===== src/rtl/core/srecord_serial_loader_macros.svh =====
// ----------------------------------------------------------------------------
// S-record loader assertion macros
// Shared concurrent assertion forms, clocked on clk and disabled in rst.
// ----------------------------------------------------------------------------
`ifndef SRECORD_SERIAL_LOADER_MACROS_SVH
`define SRECORD_SERIAL_LOADER_MACROS_SVH

// same-cycle implication
`define SSL_ASSERT_NOW(name, ante, cons) \
  name: assert property (@(posedge clk) disable iff (rst) (ante) |-> (cons)) \
    else $error("ssl assertion failed");

// next-cycle implication
`define SSL_ASSERT_NEXT(name, ante, cons) \
  name: assert property (@(posedge clk) disable iff (rst) (ante) |=> (cons)) \
    else $error("ssl assertion failed");

`endif


===== src/rtl/core/ssl_pkg.sv =====
// ----------------------------------------------------------------------------
// S-record loader package
// Command and result codes, character constants and the queue entry type.
// ----------------------------------------------------------------------------
package ssl_pkg;

  typedef enum logic [1:0] {
    CMD_ECHO   = 2'd0,
    CMD_PROMPT = 2'd1,
    CMD_WRITE  = 2'd2,
    CMD_JUMP   = 2'd3
  } cmd_t;

  typedef enum logic [1:0] {
    KIND_CHAR  = 2'd0,
    KIND_WRITE = 2'd1,
    KIND_JUMP  = 2'd2
  } kind_t;

  typedef struct packed {
    cmd_t        cmd;
    logic [7:0]  byte_val;
    logic [31:0] addr;
  } entry_t;

  typedef struct packed {
    logic full;
    logic empty;
  } q_stat_t;

  localparam int Q_DEPTH = 4;
  localparam int Q_PTR_W = 2;
  localparam int Q_CNT_W = 3;

  localparam logic [7:0] CH_S       = 8'h53;
  localparam logic [7:0] CH_CR      = 8'h0D;
  localparam logic [7:0] CH_LF      = 8'h0A;
  localparam logic [7:0] CH_SPACE   = 8'h20;
  localparam logic [7:0] CH_LOWER_A = 8'h61;
  localparam logic [7:0] CH_UPPER_A = 8'h41;
  localparam logic [7:0] CH_ZERO    = 8'h30;
  localparam logic [7:0] CASE_FOLD  = 8'h20;
  localparam logic [7:0] HEX_TEN    = 8'd10;

  localparam logic [9:0] POS_MAX      = 10'd1023;
  localparam logic [7:0] NO_ADDR_END  = 8'hFF;
  localparam logic [9:0] REC_END_INIT = 10'd2;
  localparam logic [7:0] ADDR_END_OFS = 8'd5;

  localparam logic [31:0] PROMPT_LO   = 32'h76720A0D;
  localparam logic [31:0] PROMPT_HI   = 32'h203E3233;
  localparam logic [3:0]  PROMPT_LAST = 4'd8;

  function automatic logic [7:0] prompt_char(input logic [3:0] idx);
    logic [7:0] ch;
    case (idx)
      4'd0:    ch = CH_CR;
      4'd1:    ch = PROMPT_LO[7:0];
      4'd2:    ch = PROMPT_LO[15:8];
      4'd3:    ch = PROMPT_LO[23:16];
      4'd4:    ch = PROMPT_LO[31:24];
      4'd5:    ch = PROMPT_HI[7:0];
      4'd6:    ch = PROMPT_HI[15:8];
      4'd7:    ch = PROMPT_HI[23:16];
      4'd8:    ch = PROMPT_HI[31:24];
      default: ch = CH_SPACE;
    endcase
    return ch;
  endfunction

endpackage


===== src/rtl/core/ssl_front.sv =====
// ----------------------------------------------------------------------------
// S-record loader front end
// Accepts serial bytes, tracks record parsing state and issues commands.
// ----------------------------------------------------------------------------
module ssl_front import ssl_pkg::*; #(
  parameter int ADDR_BITS = 32
) (
  input  logic       clk,
  input  logic       rst,
  input  logic       push,
  input  logic [7:0] rx_byte,
  input  q_stat_t    q_stat,
  output logic       ent_push,
  output entry_t     ent
);

  logic                 outside, outside_next;
  logic [9:0]           pos, pos_next;
  logic [7:0]           aend, aend_next;
  logic [9:0]           rend, rend_next;
  logic [31:0]          acc, acc_next;
  logic [ADDR_BITS-1:0] wp, wp_next;
  logic [ADDR_BITS-1:0] start, start_next;
  logic                 start_valid, start_valid_next;

  logic        accept;
  logic [7:0]  cu;
  logic [7:0]  diff;
  logic [3:0]  nib;
  logic [31:0] acc_sh;
  logic [9:0]  pos_inc;
  logic        loads;

  always_comb begin
    accept           = push && !q_stat.full;
    outside_next     = outside;
    pos_next         = pos;
    aend_next        = aend;
    rend_next        = rend;
    acc_next         = acc;
    wp_next          = wp;
    start_next       = start;
    start_valid_next = start_valid;
    ent_push         = 1'b0;
    ent.cmd          = CMD_ECHO;
    ent.byte_val     = '0;
    ent.addr         = '0;

    cu      = (rx_byte >= CH_LOWER_A) ? rx_byte - CASE_FOLD : rx_byte;
    diff    = (cu >= CH_UPPER_A) ? cu - CH_UPPER_A + HEX_TEN : cu - CH_ZERO;
    nib     = diff[3:0];
    acc_sh  = {acc[27:0], nib};
    pos_inc = (pos < POS_MAX) ? pos + 10'd1 : pos;
    loads   = (aend == 8'd7) || (aend == 8'd9) || (aend == 8'd11);

    if (accept) begin
      if (outside) begin
        acc_next = '0;
        if (rx_byte == CH_S) begin
          outside_next = 1'b0;
          pos_next     = '0;
        end else if (rx_byte == CH_CR) begin
          ent_push  = 1'b1;
          ent.cmd   = CMD_PROMPT;
          pos_next  = '0;
          aend_next = NO_ADDR_END;
          rend_next = REC_END_INIT;
        end else if (rx_byte >= CH_SPACE) begin
          ent_push     = 1'b1;
          ent.byte_val = rx_byte;
        end
      end else if (rx_byte inside {[CH_LF:CH_CR]}) begin
        // abandon the record
        outside_next = 1'b1;
        pos_next     = '0;
        aend_next    = NO_ADDR_END;
        rend_next    = REC_END_INIT;
        acc_next     = '0;
      end else begin
        acc_next = acc_sh;
        pos_next = pos_inc;
        if (pos_inc == 10'd1) begin
          acc_next = '0;
          if (acc_sh >= 32'd7 && acc_sh <= 32'd9) begin
            ent_push     = 1'b1;
            ent.cmd      = CMD_JUMP;
            ent.addr     = 32'(start);
            outside_next = 1'b1;
            pos_next     = '0;
            aend_next    = NO_ADDR_END;
            rend_next    = REC_END_INIT;
          end else if (acc_sh <= 32'd3) begin
            aend_next = {5'd0, acc_sh[1:0], 1'b0} + ADDR_END_OFS;
          end
        end else if (pos_inc == 10'd3) begin
          rend_next = rend + {1'b0, acc_sh[7:0], 1'b0};
          acc_next  = '0;
        end else if (loads) begin
          if (pos_inc == {2'b00, aend}) begin
            wp_next = acc_sh[ADDR_BITS-1:0];
            if (!start_valid) begin
              start_next       = acc_sh[ADDR_BITS-1:0];
              start_valid_next = 1'b1;
            end
          end else if (pos_inc > {2'b00, aend} && pos_inc[0] && pos_inc < rend) begin
            ent_push     = 1'b1;
            ent.cmd      = CMD_WRITE;
            ent.byte_val = acc_sh[7:0];
            ent.addr     = 32'(wp);
            wp_next      = wp + ADDR_BITS'(1);
          end
        end
      end
    end
  end

  always_ff @(posedge clk) begin
    if (rst) begin
      outside     <= 1'b1;
      pos         <= '0;
      aend        <= NO_ADDR_END;
      rend        <= REC_END_INIT;
      acc         <= '0;
      wp          <= '0;
      start       <= '0;
      start_valid <= 1'b0;
    end else begin
      outside     <= outside_next;
      pos         <= pos_next;
      aend        <= aend_next;
      rend        <= rend_next;
      acc         <= acc_next;
      wp          <= wp_next;
      start       <= start_next;
      start_valid <= start_valid_next;
    end
  end

endmodule


===== src/rtl/core/ssl_queue.sv =====
// ----------------------------------------------------------------------------
// S-record loader command queue
// Short register queue between the front end and the result sequencer.
// ----------------------------------------------------------------------------
module ssl_queue import ssl_pkg::*; (
  input  logic    clk,
  input  logic    rst,
  input  logic    wr_en,
  input  entry_t  wr_ent,
  input  logic    rd_en,
  output entry_t  head,
  output q_stat_t q_stat
);

  entry_t               mem [Q_DEPTH];
  logic [Q_PTR_W-1:0]   wr_ptr;
  logic [Q_PTR_W-1:0]   rd_ptr;
  logic [Q_CNT_W-1:0]   cnt;

  assign head         = mem[rd_ptr];
  assign q_stat.full  = (cnt == Q_CNT_W'(Q_DEPTH));
  assign q_stat.empty = (cnt == '0);

  always_ff @(posedge clk) begin
    if (wr_en) begin
      mem[wr_ptr] <= wr_ent;
    end
  end

  always_ff @(posedge clk) begin
    if (rst) begin
      wr_ptr <= '0;
      rd_ptr <= '0;
      cnt    <= '0;
    end else begin
      if (wr_en) begin
        wr_ptr <= wr_ptr + 1'b1;
      end
      if (rd_en) begin
        rd_ptr <= rd_ptr + 1'b1;
      end
      if (wr_en && !rd_en) begin
        cnt <= cnt + 1'b1;
      end else if (rd_en && !wr_en) begin
        cnt <= cnt - 1'b1;
      end
    end
  end

endmodule


===== src/rtl/core/ssl_back.sv =====
// ----------------------------------------------------------------------------
// S-record loader result sequencer
// Expands queued commands into result items and holds the output register.
// ----------------------------------------------------------------------------
`include "srecord_serial_loader_macros.svh"

module ssl_back import ssl_pkg::*; (
  input  logic        clk,
  input  logic        rst,
  input  entry_t      head,
  input  q_stat_t     q_stat,
  input  logic        pop,
  output logic        q_pop,
  output logic        empty,
  output logic [1:0]  kind,
  output logic [7:0]  out_char,
  output logic [31:0] address,
  output logic [7:0]  data,
  output logic        last
);

  logic       out_valid;
  logic       out_load;
  logic [3:0] idx, idx_next;
  kind_t      kind_next;
  logic [7:0] char_next;
  logic [31:0] addr_next;
  logic [7:0] data_next;
  logic       last_next;

  assign empty    = !out_valid;
  assign out_load = !q_stat.empty && (!out_valid || pop);

  always_comb begin
    idx_next  = idx;
    q_pop     = 1'b0;
    kind_next = KIND_CHAR;
    char_next = '0;
    addr_next = '0;
    data_next = '0;
    last_next = 1'b1;
    case (head.cmd)
      CMD_ECHO: begin
        char_next = head.byte_val;
      end
      CMD_PROMPT: begin
        char_next = prompt_char(idx);
        last_next = (idx == PROMPT_LAST);
      end
      CMD_WRITE: begin
        kind_next = KIND_WRITE;
        addr_next = head.addr;
        data_next = head.byte_val;
      end
      CMD_JUMP: begin
        kind_next = KIND_JUMP;
        addr_next = head.addr;
      end
      default: begin
        char_next = '0;
      end
    endcase
    if (out_load) begin
      if (head.cmd == CMD_PROMPT && idx != PROMPT_LAST) begin
        idx_next = idx + 4'd1;
      end else begin
        idx_next = '0;
        q_pop    = 1'b1;
      end
    end
  end

  always_ff @(posedge clk) begin
    if (rst) begin
      out_valid <= 1'b0;
      idx       <= '0;
    end else begin
      idx <= idx_next;
      if (out_load) begin
        out_valid <= 1'b1;
      end else if (pop) begin
        out_valid <= 1'b0;
      end
    end
  end

  always_ff @(posedge clk) begin
    if (out_load) begin
      kind     <= kind_next;
      out_char <= char_next;
      address  <= addr_next;
      data     <= data_next;
      last     <= last_next;
    end
  end

  `SSL_ASSERT_NOW(a_no_underflow, q_pop, !q_stat.empty)
  `SSL_ASSERT_NOW(a_idx_in_prompt, idx != 4'd0, !q_stat.empty && head.cmd == CMD_PROMPT)
  `SSL_ASSERT_NOW(a_single_last, out_valid && kind != KIND_CHAR, last)
  `SSL_ASSERT_NEXT(a_idx_hold, !out_load, $stable(idx))

endmodule


===== src/rtl/core/srecord_serial_loader.sv =====
// ----------------------------------------------------------------------------
// S-record serial loader
// Parses S-records from serial bytes into echo, memory write and jump items.
//
//   channel  | handshake     | fields
//   ---------+---------------+-----------------------------------------
//   input    | push / full   | rx_byte
//   result   | empty / pop   | kind, out_char, address, data, last
//
// One byte is accepted per cycle while the 4-entry command queue has room,
// and parsed in that cycle; its first result goes through the queue and the
// output register to the ports. The back end sends one result item per cycle
// while pop keeps up: 9 for a CR outside a record, at most 1 for any other byte.
// Reset is synchronous with no clearing pass; bytes are taken from the first
// edge with rst low. A low pop stalls the back end; bytes flow until the queue fills.
// ----------------------------------------------------------------------------
module srecord_serial_loader import ssl_pkg::*; #(
  parameter int ADDR_BITS = 32
) (
  input  logic        clk,
  input  logic        rst,
  input  logic        push,
  output logic        full,
  input  logic [7:0]  rx_byte,
  output logic        empty,
  input  logic        pop,
  output logic [1:0]  kind,
  output logic [7:0]  out_char,
  output logic [31:0] address,
  output logic [7:0]  data,
  output logic        last
);

  q_stat_t q_stat;
  entry_t  ent;
  entry_t  head;
  logic    ent_push;
  logic    q_pop;

  assign full = q_stat.full;

  ssl_front #(
    .ADDR_BITS (ADDR_BITS)
  ) u_front (
    .clk      (clk),
    .rst      (rst),
    .push     (push),
    .rx_byte  (rx_byte),
    .q_stat   (q_stat),
    .ent_push (ent_push),
    .ent      (ent)
  );

  ssl_queue u_queue (
    .clk    (clk),
    .rst    (rst),
    .wr_en  (ent_push),
    .wr_ent (ent),
    .rd_en  (q_pop),
    .head   (head),
    .q_stat (q_stat)
  );

  ssl_back u_back (
    .clk      (clk),
    .rst      (rst),
    .head     (head),
    .q_stat   (q_stat),
    .pop      (pop),
    .q_pop    (q_pop),
    .empty    (empty),
    .kind     (kind),
    .out_char (out_char),
    .address  (address),
    .data     (data),
    .last     (last)
  );

endmodule

===== config.mk =====
export PLATFORM = sky130hd
export DESIGN_NAME = srecord_serial_loader
export DESIGN_NICKNAME = d
export VERILOG_FILES = /design/src/rtl/core/ssl_pkg.sv /design/src/rtl/core/ssl_front.sv /design/src/rtl/core/ssl_queue.sv /design/src/rtl/core/ssl_back.sv /design/src/rtl/core/srecord_serial_loader.sv
export VERILOG_INCLUDE_DIRS = /design/src /design/src/rtl/core
export SDC_FILE = /design/constraint.sdc
export NUM_CORES = 1
export LEC_CHECK = 0
export BUFFER_PORTS_ARGS = -buffer_cell sky130_fd_sc_hd__buf_2
export CAP_MARGIN = 10
export CORE_ASPECT_RATIO = 0.75
export CORE_MARGIN = 5
export CORE_UTILIZATION = 40
export DETAILED_ROUTE_END_ITERATION = 12
export PLACE_DENSITY = 0.62
export SETUP_SLACK_MARGIN = 0.4
export SLEW_MARGIN = 10
export SYNTH_ARGS = -nofsm -noshare
export SYNTH_HDL_FRONTEND = slang
export SYNTH_SLANG_ARGS = --single-unit

===== constraint.sdc =====
create_clock -name clk -period 5.3 [get_ports clk]
set_input_delay 0.795 -clock clk [delete_from_list [all_inputs] [get_ports clk]]
set_output_delay 0.795 -clock clk [all_outputs]
set_load 0.05 [all_outputs]

# After elaboration in Yosys (flattened, before gate mapping)
# Memory sizes are Yosys's and may differ from the RTL's. A register that Yosys moved wholly into a read port is not among the register bits.
# Index checks and enable logic that the tools add are counted.
dict set report word_totals {
  ff_bits 185
  mem_bits_rw 168
  rom_bits 112
  output_inout_bits 53
  wordCells 176
  n_memories 2
}
dict set report op_classes {
  n_addsub 13
  order_cmp 11
  n_eq_ne 18
  n_mux 77
  bitwise 5
  n_reduce_logical 32
}
# memory words word_bits read_ports rd_ports_with_merged_regs wr line
set mem_list {}
lappend mem_list {u_queue.mem 4 42 1 1 1 ssl_queue.sv:15} ;# entry_t mem [Q_DEPTH];
lappend mem_list {{(no name shown)} 16 7 1 1 0 ssl_pkg.sv:56} ;# case (idx)
# operator n
set op_table {}
lappend op_table {{2-to-1 mux 42 bit} 6}
lappend op_table {{2-to-1 mux 10 bit} 16}
lappend op_table {{2-to-1 mux 32 bit} 5}
lappend op_table {{2-to-1 mux 28 bit} 4}
lappend op_table {{2-to-1 mux 8 bit} 11}
lappend op_table {{adder 32 x 1 -> 32 bit, second input constant} 1}
lappend op_table {{greater-or-equal comparator 32 x 3 -> 1 bit, second input constant} 1}
lappend op_table {{<= comparator 32 x 2 -> 1 bit, second input constant} 1}
lappend op_table {{<= comparator 32 x 4 -> 1 bit, second input constant} 1}
lappend op_table {{equality test 8 x 4 -> 1 bit, second input constant} 3}
lappend op_table {{2-to-1 mux 1 bit} 23}
lappend op_table {{greater-or-equal comparator 8 x 7 -> 1 bit, second input constant} 2}
lappend op_table {{2-to-1 mux 4 bit} 4}
lappend op_table {{one-hot mux 8 bit (2 select lines)} 1}
lappend op_table {{AND reduction 7 bit} 2}
lappend op_table {{adder 10 x 1 -> 10 bit, second input constant} 1}
lappend op_table {{adder 10 x 9 -> 10 bit} 1}
lappend op_table {{equality test 10 x 1 -> 1 bit, second input constant} 1}
lappend op_table {{equality test 10 x 2 -> 1 bit, second input constant} 1}
lappend op_table {{equality test 10 x 8 -> 1 bit} 1}
lappend op_table {{> comparator 10 x 8 -> 1 bit} 1}
lappend op_table {{less-than comparator 10 bit} 1}
lappend op_table {{less-than comparator 10 bit, second input constant} 1}
lappend op_table {{AND reduction 5 bit} 2}
lappend op_table {{36 further kinds} 65}

# Depth between registers and ports, before layout
dict set report logic_depth {
  ltp_word 17
  mapped_depth 20
  depth_no_buf 20
}

# By module
# Synthesis repeated with hierarchy kept, for this count alone.
dict set report hier_totals {
  hier_cells 1446
  hier_area_um2 16592.2
}
# mod instances cells_per_inst area_each_um2 seq_area_each_um2
set modules_own_cells {}
lappend modules_own_cells {ssl_front 1 1002 7517.2 2342.2}
lappend modules_own_cells {ssl_queue 1 264 6542.5 5225.0}
lappend modules_own_cells {ssl_back 1 180 2532.4 1771.7}

# Worst setup path before layout
# Ideal clock, no wire load.
dict set report synth_timing {
  kind {input to register}
  startpoint {input port pop}
  endpoint {register u_queue.cnt[2]}
  setup_ns 0.072
  t_arrival_ns 5.097
  required_ns 5.228
  path_slack_ns 0.131
  cell_stages 10
  path_buffers 0
  cell_sequence {inv_1 > a21oi_1 > and2_4 > inv_1 > ha_1 > inv_1 > fa_1 > xor2_1 > or3_1 > a21oi_1}
}
dict set report synth_between {
  elab_chain_len 6
  elab_cells_between_ends 8
}
# item line
set synth_lines {}
lappend synth_lines {{start, declared} srecord_serial_loader.sv:26} ;# input logic pop,
lappend synth_lines {{logical OR 1 bit *} ssl_back.sv:32} ;# assign out_load = !q_stat.empty && (!out_valid || pop);
lappend synth_lines {{logical AND 1 bit *} ssl_back.sv:32}
lappend synth_lines {{net u_back.out_load} ssl_back.sv:23} ;# logic out_load;
lappend synth_lines {{2-to-1 mux 1 bit *} ssl_back.sv:63} ;# if (out_load) begin
lappend synth_lines {{logical NOT 1 bit} ssl_queue.sv:42} ;# if (wr_en && !rd_en) begin
lappend synth_lines {{logical AND 1 bit} ssl_queue.sv:42}
lappend synth_lines {{2-to-1 mux 3 bit / nonzero test 2 bit (equally long branches)} -}
lappend synth_lines {{end signal, assigned} ssl_queue.sv:43} ;# cnt <= cnt + 1'b1;
lappend synth_lines {{end signal, assigned} ssl_queue.sv:45} ;# cnt <= cnt - 1'b1;
lappend synth_lines {{end, declared} ssl_queue.sv:18} ;# logic [Q_CNT_W-1:0] cnt;
# The timed path passes the listed nets; every way through them passes the cells marked *.
# A chain may end at the register's enable or synchronous reset.

# Worst setup path after layout
dict set report layout_timing {
  startpoint {register u_front.pos[1]}
  endpoint {register u_queue.cnt[2]}
}
dict set report layout_between {
  elab_chain_len 16
  elab_cells_between_ends 23
}
# item line
set layout_lines {}
lappend layout_lines {{start, declared} ssl_front.sv:18} ;# logic [9:0] pos, pos_next;
lappend layout_lines {{start signal, assigned} ssl_front.sv:129} ;# pos <= pos_next;
lappend layout_lines {{adder 10 x 1 -> 10 bit / less-than comparator 10 bit (equally long branches)} ssl_front.sv:53} ;# pos_inc = (pos < POS_MAX) ? pos + 10'd1 : pos;
lappend layout_lines {{2-to-1 mux 10 bit *} ssl_front.sv:53}
lappend layout_lines {{> comparator 10 x 8 -> 1 bit} ssl_front.sv:105} ;# end else if (pos_inc > {2'b00, aend} && pos_inc[0] && pos_inc < rend) begin
lappend layout_lines {{logical AND 1 bit (2 in series)} ssl_front.sv:105}
lappend layout_lines {{2-to-1 mux 1 bit} ssl_front.sv:105}
lappend layout_lines {{2-to-1 mux 1 bit} ssl_front.sv:99} ;# if (pos_inc == {2'b00, aend}) begin
lappend layout_lines {{2-to-1 mux 1 bit} ssl_front.sv:98} ;# end else if (loads) begin
lappend layout_lines {{2-to-1 mux 1 bit} ssl_front.sv:95} ;# end else if (pos_inc == 10'd3) begin
lappend layout_lines {{2-to-1 mux 1 bit *} ssl_front.sv:82} ;# if (pos_inc == 10'd1) begin
lappend layout_lines {{2-to-1 mux 1 bit *} ssl_front.sv:72} ;# end else if (rx_byte inside {[CH_LF:CH_CR]}) begin
lappend layout_lines {{2-to-1 mux 1 bit *} ssl_front.sv:57} ;# if (outside) begin
lappend layout_lines {{2-to-1 mux 1 bit *} ssl_front.sv:56} ;# if (accept) begin
lappend layout_lines {{net ent_push} srecord_serial_loader.sv:37} ;# logic ent_push;
lappend layout_lines {{logical NOT 1 bit} ssl_queue.sv:44} ;# end else if (rd_en && !wr_en) begin
lappend layout_lines {{logical AND 1 bit} ssl_queue.sv:44}
lappend layout_lines {{nonzero test 2 bit (no source line)} -}
# Marks and branches as above.

==> flow_summary_export.csv <==
group,metric,value,unit
yosys,synthFlopType,"edfxtp_1",
global_route,overflow,0,
yosys,synth_area_per_cell,12.1,um^2
sta,slew_headroom,48.3,%
yosys,yosys_warnings,0,
global_route,grt_max_degree,66,
min_path,hp-class,"flip-flop to flip-flop",
critical_path,worstPathArrival,4.90,ns
global_route,grt_usage,17.8,%
final_layout,n_antenna_cell,0,
yosys,synth_top_cells_by_area,"edfxtp_1 40%, dfxtp_1 17%, mux4_2 5.7%, nor2_1 3.9%, ha_1 3.3%",
sta,tightest_slew,0.776,ns
critical_path,cp-start-kind,"flip-flop",
sta,finalCritPeriodShare,84.0,%
yosys,synth.largest_area_cell,"edfxtp_1",
critical_path,crit_required,5.75,ns
final_layout,area_growth,12.8,%
placed_design,preCtsSetupSlack,0.526,ns
route,antenna_left,0,
yosys,ys_types,93,
final_layout,fin_util,45.6,%
yosys,synth_fp_nets,1423,
clock_network,h-tree-depth,2,
clock_network,holdBufCountCts,0,
outcome,status,"finished, final reports clean",
sta,slew_violations,0,
power_and_ir_drop,ir_worst_vdd,241,uV
clock_network,clk-insertion-delay-late,0.54,ns
die,initial_utilization,40.4,%
critical_path,crit_family,"simple AND/OR/NAND/NOR gates",
yosys,synth_edf_count,219,
power_and_ir_drop,p_per_area,442,mW/mm^2
final_layout,final_cell_mix,"219 x edfxtp_1, 167 x nor2_1, 134 x dfxtp_1, 63 x a22oi_1, 63 x buf_2",
die,dieArea,0.0454,mm^2
sta,hold_violations,0,
critical_path,cp_slowest_cell,"dfxtp_2",
critical_path,max_stage_delay,0.44,ns
critical_path,endpoint_kind,"flip-flop",
critical_path,worstPathMaxFanout,9,
flow_run,cap_violations,0,
die,die_w,244,um
clock_network,ctsRootBufferMaster,"clkbuf_16",
placed_design,io_buffers,64,
clock_network,cts_made_buffers,37,
route,wl_per_cell,21.0,um
die,io_pins,65,
final_layout,fin_nets,1465,
critical_path,path_cells,"ha_1 > nand3_2 > nor2_2 > nand2_1 > nand2_1 > o21ai_0 > inv_1 > ha_1 > nor2b_1 > o21a_1 > o211ai_1 > a31o_2 > nand4b_1 > a21oi_4 > ha_1 > inv_1 > fa_1 > xor2_1 > or3_1 > a21oi_1",
placed_design,hpwl,27.1,mm
clock_network,clk_transition_reported_paths,0.06,ns
die,die_height,186,um
yosys,yosysSeqAreaShare,56.7,%
die,rows,64,
route,drtIter0Drc,885,
yosys,synth_top_cell_area_share,39.9,%
placed_design,place_congestion,0.895,
sta,clock_skew,0.0185,ns
sta,period_needed,4.45,ns
yosys,async_flop_share,0,%
final_layout,final_area,0.0186,mm^2
power_and_ir_drop,leakagePower,6.32,nW
route,route.detailed.drc,0,
global_route,antenna_found_initial,0,
sta,setup_violations,0,
critical_path,path_common_cell,"ha_1",
critical_path,path_class,"flip-flop to flip-flop",
critical_path,critPathBufInv,2,
yosys,syn-cell-area,0.0165,mm^2
route,drt_wl_total,41.2,mm
sta,fin_tns_setup,0,ns
clock_network,cts_buffer_depth,3,
die,core-area,0.0408,mm^2
placed_design,placed_area,0.0173,mm^2
yosys,ys_ff_latch,357,
route,vias_per_cell,5.81,
yosys,synth_cells,1366,
final_layout,drive_gt1_share,16.9,%
route,via_count,11400,
sta,rsz0062_at_grt,"no",
clock_network,clock-sinks,357,
global_route,grt_pass1_wl,64.7,mm
clock_network,cts_tree,"built",
global_route,grt_pass1_vias,11000,
sta,layout_setup_ws,0.847,ns
route,first_pass_iters,6,
final_layout,final_common_cell,"edfxtp_1",
sta,max_clock_freq,225,MHz
==> report_power, final <==
part	total [W]	leakage (nW)	switching, W	internal, W
sequential	0.00354	3.26	0.000133	0.00340
clock	0.00255	0.582	0.00108	0.00147
combinational	0.00212	2.48	0.00152	0.000608
==> final cells by class <==
| type | count | area (um^2) |
|---|---|---|
| Multi-Input combinational cell | 877 | 6640 |
| Fill cell | 3702 | 22200 |
| Clock buffer | 51 | 1030 |
| Clock inverter | 16 | 158 |
| Inverter | 43 | 161 |
| Tap cell | 528 | 661 |
| Sequential cell | 357 | 9340 |
| Timing Repair Buffer | 92 | 583 |
==> state kept, by name, summed over array words and instances (netlist names), named ones only <==
register	flops
u_back.address	32
u_back.idx	4
u_front.wp	32
u_back.out_valid	1
u_queue.rd_ptr	2
u_front.aend	4
u_front.pos	10
u_queue.cnt	3
u_back.kind	2
u_front.start	32
u_front.start_valid	1
u_front.rend	9
u_front.outside	1
u_back.data	8
u_queue.wr_ptr	2
u_front.acc	28
u_back.out_char	8
u_queue.mem	168
u_back.last	1
==> worst paths after layout <==
path | from | slack, ns | end | depth (start not counted)
worst max register to register | u_front.pos[1] | 0.85 | u_queue.cnt[2] | 20
worst max-delay path | u_front.pos[1] | 0.85 | u_queue.cnt[2] | 20
worst min register to register | u_front.start[11] | 0.50 | u_front.start[11] | 2
worst min-delay path | u_front.start[11] | 0.50 | u_front.start[11] | 2
==> stage by stage <==
stage	instances	power (W)	hold WS, ns
CTS	1961	0.00831	0.493
global placement	1894	0.00573	0.473
floorplan	1366	0.00519	0.448
detailed placement	1894	0.00575	0.476
global route	1964	0.00858	0.510
finish	1964	0.00821	0.496
==> Yosys cell counts, types with 11 or more instances <==
cell and n:
edfxtp_1 219, nor2_1 169, dfxtp_1 138, a22oi_1 63, a21oi_1 56, and2_1 50
clkbuf_1 49, nand2_1 49, ha_1 43, mux2i_1 43, mux4_2 42, inv_1 41
nor3_1 34, nand3_1 24, buf_2 23, o21ai_0 18, o32ai_1 17, a211oi_1 16
nand4_1 15, a31oi_1 14, and3_1 14, o31ai_1 14, buf_1 11, nor4_1 11
o21a_1 11
==> kinds of logic after synthesis <==
kind of cell	count (synthesis)	synth area share, %
simple gates	437	13.7
mux	89	8.66
flops	357	56.7
compound gates	292	13.2
xor+xnor	14	0.790
buf+inv	132	3.40
fa+ha+maj	45	3.51
==> worst register-to-register path: stages (launching register included) <==
cell and delay [ns]:
dfxtp_2 0.44, ha_1 0.25, nand3_2 0.23, nor2_2 0.24, nand2_1 0.15, nand2_1 0.10, o21ai_0 0.17, inv_1 0.10
ha_1 0.14, nor2b_1 0.04, o21a_1 0.17, o211ai_1 0.16, a31o_2 0.22, nand4b_1 0.29, a21oi_4 0.33, ha_1 0.22
inv_1 0.07, fa_1 0.43, xor2_1 0.17, or3_1 0.31, a21oi_1 0.14
==> repair_timing <==
item,in CTS,in global routing
hold endpoints to repair,0,0
resized for setup,0,7
endpoints found under the setup margin,0,1
setup buffers,0,3
==> routing by layer <==
metal,up-vias,wire (um),GRT usage (%)
li1,5333,-,-
met1,5687,20400,28.0
met2,340,17700,26.2
met3,56,2330,2.70
met4,0,748,3.97
met5,-,0,0
No activity file was read; power rests on OpenSTA's default activity.
